File: src/rtl/core/packbits_plane_decoder_macros.svh
// assertion macros for the packbits plane decoder
`ifndef PACKBITS_PLANE_DECODER_MACROS_SVH
`define PACKBITS_PLANE_DECODER_MACROS_SVH

// same-cycle implication, sampled on clk, off while arst_n is low
`define PBD_ASSERT_NOW(label, ante, cons, msg) \
	label: assert property (@(posedge clk) disable iff (!arst_n) (ante) |-> (cons)) \
		else $error(msg);

// next-cycle implication, sampled on clk, off while arst_n is low
`define PBD_ASSERT_NEXT(label, ante, cons, msg) \
	label: assert property (@(posedge clk) disable iff (!arst_n) (ante) |=> (cons)) \
		else $error(msg);

`endif

File: src/rtl/core/pbd_pkg.sv
// shared types and constants of the packbits plane decoder
`default_nettype none

package pbd_pkg;

	// plane limits
	localparam int MAX_ROWS = 1024;
	localparam int MAX_COLS = 1024;
	localparam int ROW_W    = $clog2(MAX_ROWS);

	// field widths
	localparam int BYTE_W     = 8;
	localparam int DIM_W      = 11;
	localparam int LANE_W     = 2;
	localparam int ADDR_W     = 22;
	localparam int BASE_W     = 20;
	localparam int LEN_W      = 8;
	localparam int STAT_W     = 2;
	localparam int CNT_W      = 16;
	localparam int PH_W       = 3;
	localparam int CFG_IDX_W  = 2;
	localparam int CFG_DATA_W = 11;

	// item queue between front and back, depth a power of two
	localparam int QDEPTH = 4;
	localparam int QPTR_W = $clog2(QDEPTH);
	localparam int QLVL_W = $clog2(QDEPTH + 1);

	// decode phases
	localparam logic [PH_W-1:0] PH_HDR_HI = 3'd0;
	localparam logic [PH_W-1:0] PH_HDR_LO = 3'd1;
	localparam logic [PH_W-1:0] PH_CNT_HI = 3'd2;
	localparam logic [PH_W-1:0] PH_CNT_LO = 3'd3;
	localparam logic [PH_W-1:0] PH_DATA   = 3'd4;
	localparam logic [PH_W-1:0] PH_SINK   = 3'd5;

	// result status codes
	localparam logic [STAT_W-1:0] ST_OK       = 2'd0;
	localparam logic [STAT_W-1:0] ST_BAD_COMP = 2'd1;
	localparam logic [STAT_W-1:0] ST_OVERFLOW = 2'd2;
	localparam logic [STAT_W-1:0] ST_SHORT    = 2'd3;

	// configuration register indexes
	localparam logic [CFG_IDX_W-1:0] CFG_WIDTH  = 2'd0;
	localparam logic [CFG_IDX_W-1:0] CFG_HEIGHT = 2'd1;
	localparam logic [CFG_IDX_W-1:0] CFG_LANE   = 2'd2;

	// packbits header values
	localparam logic [BYTE_W-1:0]  PB_NOOP     = 8'h80;
	localparam logic [BYTE_W:0]    PB_REP_BASE = 9'd257;
	localparam logic [LEN_W-1:0]   RUN_MAX     = 8'd128;

	typedef struct packed {
		logic [DIM_W-1:0]  plane_width;
		logic [DIM_W-1:0]  plane_height;
		logic [LANE_W-1:0] channel_select;
	} cfg_t;

	// classified input item
	typedef struct packed {
		logic [BYTE_W-1:0] data_byte;
		logic              last_byte;
		logic              is_lit;
		logic              is_noop;
		logic [LEN_W-1:0]  lit_len;
		logic [LEN_W-1:0]  rep_len;
	} item_t;

	typedef struct packed {
		logic              run;
		logic              done;
		logic [ADDR_W-1:0] addr;
		logic [BYTE_W-1:0] val;
		logic [LEN_W-1:0]  len;
		logic [STAT_W-1:0] status;
	} result_t;

	typedef struct packed {
		logic pop;
		logic walking;
	} bk_stat_t;

endpackage

`default_nettype wire

File: src/rtl/core/pbd_queue.sv
// small item queue between front and back end
`default_nettype none

module pbd_queue import pbd_pkg::*; (
	input  logic              clk,
	input  logic              arst_n,
	input  logic              push,
	input  item_t             push_item,
	input  logic              pop,
	output logic              q_valid,
	output item_t             q_item,
	output logic              q_full,
	output logic [QLVL_W-1:0] q_level
);

	item_t             entry_q [QDEPTH];
	logic [QPTR_W-1:0] wr_q;
	logic [QPTR_W-1:0] rd_q;
	logic [QLVL_W-1:0] level_q;

	assign q_valid = level_q != '0;
	assign q_full  = level_q == QLVL_W'(QDEPTH);
	assign q_item  = entry_q[rd_q];
	assign q_level = level_q;

	// entry storage
	always_ff @(posedge clk) begin
		if (push) begin
			entry_q[wr_q] <= push_item;
		end
	end

	// pointers and fill level
	always_ff @(posedge clk or negedge arst_n) begin
		if (!arst_n) begin
			wr_q    <= '0;
			rd_q    <= '0;
			level_q <= '0;
		end else begin
			if (push) begin
				wr_q <= wr_q + QPTR_W'(1);
			end
			if (pop) begin
				rd_q <= rd_q + QPTR_W'(1);
			end
			if (push && !pop) begin
				level_q <= level_q + QLVL_W'(1);
			end else if (pop && !push) begin
				level_q <= level_q - QLVL_W'(1);
			end
		end
	end

endmodule

`default_nettype wire

File: config.mk
export PLATFORM = sky130hd
export DESIGN_NAME = pbd_queue
export DESIGN_NICKNAME = d
export VERILOG_FILES = /design/src/rtl/core/packbits_plane_decoder_macros.svh /design/src/rtl/core/pbd_pkg.sv /design/src/rtl/core/pbd_queue.sv
export SDC_FILE = /design/constraint.sdc
export NUM_CORES = 1
export LEC_CHECK = 0
export BUFFER_PORTS_ARGS = -buffer_cell sky130_fd_sc_hd__buf_2
export CAP_MARGIN = 5
export CORE_MARGIN = 3
export CORE_UTILIZATION = 51
export CTS_CLUSTER_SIZE = 28
export DETAILED_ROUTE_END_ITERATION = 7
export GPL_ROUTABILITY_DRIVEN = 0
export GPL_TIMING_DRIVEN = 0
export PLACE_DENSITY = 0.72
export SYNTH_ARGS = -nofsm -noshare
export SYNTH_HDL_FRONTEND = slang
export SYNTH_SLANG_ARGS = --single-unit
File: constraint.sdc
create_clock -name clk -period 2.2 [get_ports clk]
set_input_delay 0.11 -clock clk [delete_from_list [all_inputs] [get_ports clk]]
set_output_delay 0.11 -clock clk [all_outputs]
set_load 0.01 [all_outputs]
==> metrics.txt <==
Cells after Synth=175; Post-Route Utilization=0.721; share of cells above drive strength 1=0.421; crit path max fanout=10; Yosys warning total=0; CP startpoint kind=register; Leakage=2.10 nW; Main synth FF type=edfxtp_1; dpl ws=0.231 ns; HP Start=push_item[5]; IO buf count=62; residual DRC count=0; Initial Util=0.540; simple-gate area share of the yosys netlist=0.0116; I/O Pins=63; Longest Clk Path Bufs=2; total power=7.92 mW; Post-DP Area=4840 sq um; post-synth top area share=0.754; placed cells=343; post-synth cell types=20; vias in the first global route=2429; Reg-to-Reg Start=wr_q[0]$_DFFE_PN0P_; Final setup viols=0; maximum VDD drop=602 uV; post-CTS sizing=0; Syn Nets=212; mapped cell area=4300 sq um; H-tree depth=4; area grow syn2layout=33.6%; actual slew at the worst max-slew pin=0.936 ns; Arrival @ worst endpoint=1.96 ns; worst-path cell chain=buf_2 -> buf_2 -> mux4_2 -> buf_2; min Tclk post-route=2.07 ns; syn_area_per_cell=24.6 sq um; # Max-Cap Violations=0; Worst-path clk slew=0.06 ns; Vias=2148; hold crit path type=primary input to register; GR Overflow Total=0; initial drt markers=74; routed wire length=7730 um; first-pass GRT wire length=12500 um; Worst Path Required=2.09 ns; Final nets=328; Seq/Total Area, Yosys=0.795; Critical R2R Capture=entry_q[0][18]$_DFFE_PP_; Synth Area in Compound Gates=0.00116; CTS tree=yes; Yosys top cell by area=edfxtp_1; largest net degree at the start of global routing=17; row count=32; largest family of logic cells by synthesized area=multiplexers; Critical Path End=q_item[6]; clk_lat worst skew=0.51 ns; Synth Area in Adders=0.0192; post-route cell area=5750 sq um; non-filler cells in the finished layout=406; die extent in x=97.8 um; Setup Skew=0.00855 ns; Crit path largest cell delay=0.36 ns; Post-synth EDFFs=108; mux cell area share after synthesis=0.145; Routed Antenna Nets=0; post-DR wirelength/cell=19.0 um; core box area=7970 sq um; flop2flop setup slack=0.25 ns; cell count of the worst reg-to-reg path=4; DP HPWL=4660 um; period utilization=0.941; status=complete, no violations; most frequent cells in the layout=108 x edfxtp_1, 65 x buf_2, 31 x dlygate4sd3_1; pins over their slew limit=0; commonest non-fill, non-tap cell in the layout=edfxtp_1; Post-Route Setup TNS=0 ns; slack of the critical path=0.131 ns; synth top area cells=edfxtp_1 75%, mux4_2 14%, dfrtp_1 4.1%; Die H=97.8 um; worst hold margin=0.359 ns; relative slew slack=0.376; routed vias/inst=5.29; CTS Sinks=115; CP most frequent cell=buf_2; 1st-pass router iterations=4; slowest CP cell=mux4_2; Setup crit start=rd_q[1]$_DFFE_PN0P_; CTS buffer count=17; # fillers=474; CP endpoint kind=output pin; diode count=0; die area=9570 sq um; initial antenna violation count=0; fraction of registers with async set/reset=0.0609; Fin. Hold Viols=0; Root Buffer=clkbuf_8; RSZ-0062 raised after global routing=false; power per cell area=1380 nW/um^2; Seq cells post-synth=115; Total GRT Usage=0.175; post-synthesis xor/xnor area fraction=0.0122; WS Path Type=register to output pin; fmax=483 MHz
## synthesized netlist by cell type, drive strengths merged, types with 2 or more instances
master  instances
ha              5
xnor2           2
dfrtp           7
inv             4
buf             6
xor2            4
nand2           2
mux4           27
edfxtp        108
and2            4
## cell families (layout without fill, tap and decap cells)
| family | after synthesis | count (layout) |
|---|---|---|
| DFF | 115 | 115 |
| muxes | 28 | 28 |
| adders and majority gates | 6 | 6 |
| AOI/OAI and AO/OA | 1 | 1 |
| and+or+nand+nor | 9 | 9 |
| xor gates and xnor gates | 6 | 6 |
| buffers and inverters | 10 | 139 |
## layer usage
metal | up-vias | track usage | routed length, um
met5 | - | 0 | 0
met4 | 0 | 0.0895 | 70
met1 | 1086 | 0.210 | 3270
li1 | 971 | - | -
met2 | 81 | 0.288 | 4000
met3 | 10 | 0.0529 | 398
## worst max-delay path, delay by kind of cell (launching register included)
kind,cells,cell delay [ns]
mux,1,0.36
buf+inv,3,0.75
flops,1,0.34
## sequential cells by signal (all words and copies together), names as in the netlist
name     flops
rd_q         2
wr_q         2
entry_q    108
q_level      3
## report_power, final
part           internal, mW  switching (mW)
logic                  1.06            1.06
registers              2.88           0.147
clock network          1.86           0.900
total                  5.81            2.11
## worst min path at each step
stage                                    endpoint  slack [ns]  cells past startpoint
after floorplan            q_level[0]$_DFFE_PN0P_       -0.19                      0
after global placement     q_level[2]$_DFFE_PN0P_       -0.05                      1
after detailed placement   q_level[2]$_DFFE_PN0P_       -0.03                      1
after CTS                 entry_q[2][5]$_DFFE_PP_        0.33                      2
after global routing      entry_q[2][1]$_DFFE_PP_        0.35                      2
final                     entry_q[2][5]$_DFFE_PP_        0.36                      2
## final cells by class
cell class	count	area, sq um	share of cell area
buffer	6	53.8	0.00936
clock inverter	11	161	0.0281
multi-input combinational	50	813	0.142
clock buffer	21	439	0.0764
tap	102	128	0.0222
sequential	115	3420	0.595
timing repair buffer	97	718	0.125
inverter	4	15.0	0.00261
## repair_timing
item	CTS	global route
endpoints found under the hold margin	119	0
hold buffers	31	0
setup buffers	0	0
No activity file was read; power rests on OpenSTA's default activity.
