[src/rtl/core/packbits_plane_decoder_macros.svh]
// assertion macros for the packbits plane decoder
`ifndef PACKBITS_PLANE_DECODER_MACROS_SVH
`define PACKBITS_PLANE_DECODER_MACROS_SVH

// same-cycle implication, sampled on clk, off while arst_n is low
`define PBD_ASSERT_NOW(label, ante, cons, msg) \
	label: assert property (@(posedge clk) disable iff (!arst_n) (ante) |-> (cons)) \
		else $error(msg);

// next-cycle implication, sampled on clk, off while arst_n is low
`define PBD_ASSERT_NEXT(label, ante, cons, msg) \
	label: assert property (@(posedge clk) disable iff (!arst_n) (ante) |=> (cons)) \
		else $error(msg);

`endif

[src/rtl/core/pbd_pkg.sv]
// shared types and constants of the packbits plane decoder
`default_nettype none

package pbd_pkg;

	// plane limits
	localparam int MAX_ROWS = 1024;
	localparam int MAX_COLS = 1024;
	localparam int ROW_W    = $clog2(MAX_ROWS);

	// field widths
	localparam int BYTE_W     = 8;
	localparam int DIM_W      = 11;
	localparam int LANE_W     = 2;
	localparam int ADDR_W     = 22;
	localparam int BASE_W     = 20;
	localparam int LEN_W      = 8;
	localparam int STAT_W     = 2;
	localparam int CNT_W      = 16;
	localparam int PH_W       = 3;
	localparam int CFG_IDX_W  = 2;
	localparam int CFG_DATA_W = 11;

	// item queue between front and back, depth a power of two
	localparam int QDEPTH = 4;
	localparam int QPTR_W = $clog2(QDEPTH);
	localparam int QLVL_W = $clog2(QDEPTH + 1);

	// decode phases
	localparam logic [PH_W-1:0] PH_HDR_HI = 3'd0;
	localparam logic [PH_W-1:0] PH_HDR_LO = 3'd1;
	localparam logic [PH_W-1:0] PH_CNT_HI = 3'd2;
	localparam logic [PH_W-1:0] PH_CNT_LO = 3'd3;
	localparam logic [PH_W-1:0] PH_DATA   = 3'd4;
	localparam logic [PH_W-1:0] PH_SINK   = 3'd5;

	// result status codes
	localparam logic [STAT_W-1:0] ST_OK       = 2'd0;
	localparam logic [STAT_W-1:0] ST_BAD_COMP = 2'd1;
	localparam logic [STAT_W-1:0] ST_OVERFLOW = 2'd2;
	localparam logic [STAT_W-1:0] ST_SHORT    = 2'd3;

	// configuration register indexes
	localparam logic [CFG_IDX_W-1:0] CFG_WIDTH  = 2'd0;
	localparam logic [CFG_IDX_W-1:0] CFG_HEIGHT = 2'd1;
	localparam logic [CFG_IDX_W-1:0] CFG_LANE   = 2'd2;

	// packbits header values
	localparam logic [BYTE_W-1:0]  PB_NOOP     = 8'h80;
	localparam logic [BYTE_W:0]    PB_REP_BASE = 9'd257;
	localparam logic [LEN_W-1:0]   RUN_MAX     = 8'd128;

	typedef struct packed {
		logic [DIM_W-1:0]  plane_width;
		logic [DIM_W-1:0]  plane_height;
		logic [LANE_W-1:0] channel_select;
	} cfg_t;

	// classified input item
	typedef struct packed {
		logic [BYTE_W-1:0] data_byte;
		logic              last_byte;
		logic              is_lit;
		logic              is_noop;
		logic [LEN_W-1:0]  lit_len;
		logic [LEN_W-1:0]  rep_len;
	} item_t;

	typedef struct packed {
		logic              run;
		logic              done;
		logic [ADDR_W-1:0] addr;
		logic [BYTE_W-1:0] val;
		logic [LEN_W-1:0]  len;
		logic [STAT_W-1:0] status;
	} result_t;

	typedef struct packed {
		logic pop;
		logic walking;
	} bk_stat_t;

endpackage

`default_nettype wire

[src/rtl/core/pbd_stream_if.sv]
// byte and run channel interfaces of the packbits plane decoder
`default_nettype none

interface pbd_in_if import pbd_pkg::*; ();
	logic              valid;
	logic              ready;
	logic [BYTE_W-1:0] data_byte;
	logic              last_byte;

	modport source(output valid, output data_byte, output last_byte, input ready);
	modport sink(input valid, input data_byte, input last_byte, output ready);
endinterface


`default_nettype wire

[src/rtl/core/pbd_front.sv]
// front end: takes plane bytes and pre-decodes packbits header fields
`default_nettype none

module pbd_front import pbd_pkg::*; (
	pbd_in_if.sink    byte_ch,
	input  logic      q_full,
	output logic      push,
	output item_t     push_item
);

	// accept whenever the queue has room
	assign byte_ch.ready = !q_full;
	assign push          = byte_ch.valid && !q_full;

	// header classification, used by the back end only when the byte is a header
	always_comb begin
		push_item.data_byte = byte_ch.data_byte;
		push_item.last_byte = byte_ch.last_byte;
		push_item.is_lit    = byte_ch.data_byte < PB_NOOP;
		push_item.is_noop   = byte_ch.data_byte == PB_NOOP;
		push_item.lit_len   = byte_ch.data_byte + LEN_W'(1);
		push_item.rep_len   = LEN_W'(PB_REP_BASE - {1'b0, byte_ch.data_byte});
	end

endmodule

`default_nettype wire

[src/flat_wrapper.sv]
// flat-port wrapper written by rule: the top's interface ports become plain ports
module pbd_front_flat import pbd_pkg::*;
  (q_full, push, push_item, byte_ch_valid, byte_ch_data_byte, byte_ch_last_byte, byte_ch_ready);
  pbd_in_if byte_ch_i ();
  input  logic q_full;
  output logic push;
  output item_t push_item;
  input wire logic [$bits(byte_ch_i.valid)-1:0] byte_ch_valid;
  input wire logic [$bits(byte_ch_i.data_byte)-1:0] byte_ch_data_byte;
  input wire logic [$bits(byte_ch_i.last_byte)-1:0] byte_ch_last_byte;
  output wire logic [$bits(byte_ch_i.ready)-1:0] byte_ch_ready;
  assign byte_ch_i.valid = byte_ch_valid;
  assign byte_ch_i.data_byte = byte_ch_data_byte;
  assign byte_ch_i.last_byte = byte_ch_last_byte;
  assign byte_ch_ready = byte_ch_i.ready;
  pbd_front u_core (.byte_ch(byte_ch_i), .q_full(q_full), .push(push), .push_item(push_item));
endmodule
[config.mk]
export PLATFORM = sky130hd
export DESIGN_NAME = pbd_front_flat
export DESIGN_NICKNAME = d
export VERILOG_FILES = /design/src/rtl/core/packbits_plane_decoder_macros.svh /design/src/rtl/core/pbd_pkg.sv /design/src/rtl/core/pbd_stream_if.sv /design/src/rtl/core/pbd_front.sv /design/src/flat_wrapper.sv
export SDC_FILE = /design/constraint.sdc
export NUM_CORES = 1
export LEC_CHECK = 0
export ABC_AREA = 1
export BUFFER_PORTS_ARGS = -buffer_cell sky130_fd_sc_hd__buf_2
export CORE_AREA = 2 2 39 41
export DETAILED_ROUTE_END_ITERATION = 7
export DIE_AREA = 0 0 41 43
export PLACE_DENSITY = 0.67
export RECOVER_POWER = 50
export SLEW_MARGIN = 5
export SYNTH_ARGS = -nofsm -noshare
export SYNTH_HDL_FRONTEND = slang
export SYNTH_SLANG_ARGS = --single-unit
[constraint.sdc]
create_clock -name vclk -period 2.8
set_input_delay 0.42 -clock vclk [all_inputs]
set_output_delay 0.42 -clock vclk [all_outputs]
set_load 0.03 [all_outputs]
==> Implementation_results.wiki <==
{| class="wikitable"
! Metric !! Value
|-
| Status || finished, final reports clean
|-
| Total Die Area || 1760 µm²
|-
| Final critical-path required period || 1.85 ns
|-
| Arrival time of data at the critical path endpoint || 1.43 ns
|-
| Max-slew headroom at the worst pin || 0.756
|-
| GRT Overall Usage || 0.102
|-
| Setup WS pre-CTS || 0.939 ns
|-
| Overall power consumption || 115 µW
|-
| Synthesized net count || 80
|-
| Net switching power || 85.8 µW
|-
| Final Core Density || 0.345
|-
| Number of antenna violations at the first check in global routing || 0
|-
| GRT Residual Overflow || 0
|-
| Drt wl/cell || 8.58 µm
|-
| FF+latch count || 0
|-
| Nets || 109
|-
| Cell Chain, Critical Path || buf_2 > inv_1 > ha_1 > inv_1 > nor2_1 > nand3_1 > nand2_1 > nand2_1 > buf_2
|-
| DRC violation count after routing || 0
|-
| Post-detailed-placement half-perimeter wirelength || 829 µm
|-
| Post-synthesis sequential area ratio || 0
|-
| Post-cts sizing count || 0
|-
| Sum of routed wire length over all layers || 935 µm
|-
| Height of the chip || 43 µm
|-
| Startpoint class of the critical path || input port
|-
| Initial DRC Count || 4
|-
| Synthesized instance count || 66
|-
| Number of global-route vias before repair || 376
|-
| Peak VDD IR || 0.0814 mV
|-
| Count of different cell masters after synthesis || 13
|-
| Antenna-violating nets left || 0
|-
| Delay contributed by the slowest stage of the critical path || 0.22 ns
|-
| Pint || 28.8 µW
|-
| Global-route wire length before repair || 1.37 mm
|-
| Hold buffer count at CTS || 0
|-
| Fin crit share || 0.662
|-
| Synth Cell Area || 367 µm²
|-
| Final Setup Violations || 0
|-
| Worst Tran Pin Value || 0.368 ns
|-
| Final Hold Slack || 0.840 ns
|-
| Switching part of the total || 0.749
|-
| Max Cap Violations || 0
|-
| Count of boundary I/O pins || 40
|-
| Avg Inst Size Synth || 5.55 µm²
|-
| Number of max-slew violations in the final report || 0
|-
| Footprint of the flip-flops and latches || 0 µm²
|-
| Share of final-layout standard cells stronger than drive strength 1 || 0.301
|-
| Required @ worst endpoint || 2.38 ns
|-
| Clock power share || 0
|-
| Die X-Extent || 41 µm
|-
| Number of placement rows || 14
|-
| Core area || 1380 µm²
|-
| Initial standard-cell utilization of the core || 0.265
|-
| Gpl congestion || 0.815
|-
| Area growth from synthesis to final layout || 30.4%
|-
| Number of port buffers || 38
|-
| Kind of critical path || in2out
|-
| Clkbuf count || 0
|-
| Max Fanout on Critical Path || 5
|-
| Min-delay worst type || in2out
|-
| Count of endpoints failing hold in the final timing report || 0
|-
| # diodes || 0
|-
| Vias per inst || 4.25
|-
| Total iterations of the first detailed-routing run || 2
|-
| Fmax achieved || 539 MHz
|-
| Yosys warning count || 0
|-
| LEAKAGE || 0.284 nW
|-
| Cell with the largest stage delay on the worst path || ha_1
|-
| Sum of negative setup slack || 0 ns
|-
| Sequential power share || 0
|-
| P per Cell Area || 240 nW/µm²
|-
| Crit. End Element || output port
|-
| Minimum setup slack in the final design || 0.945 ns
|-
| Maximum number of pins on one net before global-route repair || 8
|-
| DR vias || 463
|-
| Post-CTS setup buffers || 0
|-
| Unrepaired setup endpoints after global routing || false
|-
| Combinational share of power || 1.000
|}
-- stage by stage --
step	instances	area [µm²]
after floorplan	66	367
after global placement	109	494
after detailed placement	109	494
after CTS	109	494
after global routing	109	478
final	109	478
-- per-layer routing --
layer | wire length, µm | part of all wire | track usage | vias to the layer above
met5 | 0 | 0 | 0 | -
met4 | 0 | 0 | 0 | 0
met3 | 79 | 0.084 | 0.00524 | 0
met2 | 452 | 0.48 | 0.181 | 22
met1 | 403 | 0.43 | 0.136 | 196
li1 | - | - | - | 245
-- cell families (layout without fill, tap and decap cells) --
family | count (synthesis) | count (layout) | synth area share
AOI/OAI and AO/OA | 2 | 2 | 0.0273
xor gates and xnor gates | 5 | 5 | 0.119
adders and majority gates | 3 | 3 | 0.102
buffers and inverters | 23 | 50 | 0.348
and+or+nand+nor | 33 | 33 | 0.403
-- power by group through the flow --
stage	registers [mW]	clock network [mW]	logic (mW)
finish	0	0	0.115
detailed placement	0	0	0.118
global placement	0	0	0.117
floorplan	0	0	0.0923
global route	0	0	0.124
CTS	0	0	0.119
-- cell usage in the layout (no fill, tap or decap) --
cell,count
buf_2,25
nand2_1,15
clkbuf_1,13
inv_1,12
nor2_1,8
xor2_1,5
nand3_1,4
nand4_1,3
ha_1,3
nand3_2,1
nand2_2,1
nor2_2,1
o21ai_1,1
o21ai_0,1
-- final timing paths --
check            end            startpoint  depth (start not counted)
min    push_item[18]     byte_ch_last_byte                          0
max     push_item[7]  byte_ch_data_byte[1]                          9
-- cell usage after synthesis, drive strengths merged --
cell   number  area, µm²
nor2        9       36.3
xor2        5       43.8
nand4       3       18.8
nand3       5       30.0
buf        11       82.6
ha          3       37.5
nand2      16       62.6
o21ai       2       10.0
inv        12       45.0
-- final cells by class --
cell class | instances | area [µm²]
repair buffers | 38 | 174
inverters | 12 | 45.0
well taps | 16 | 20.0
fillers | 180 | 906
multi-input cells | 43 | 239
-- critical path: cells and delay by family --
family / cells / cell delay, ns
buffers and inverters: 4 / 0.46
adders and majority gates: 1 / 0.22
and+or+nand+nor: 4 / 0.34
No activity file was read; power rests on OpenSTA's default activity.
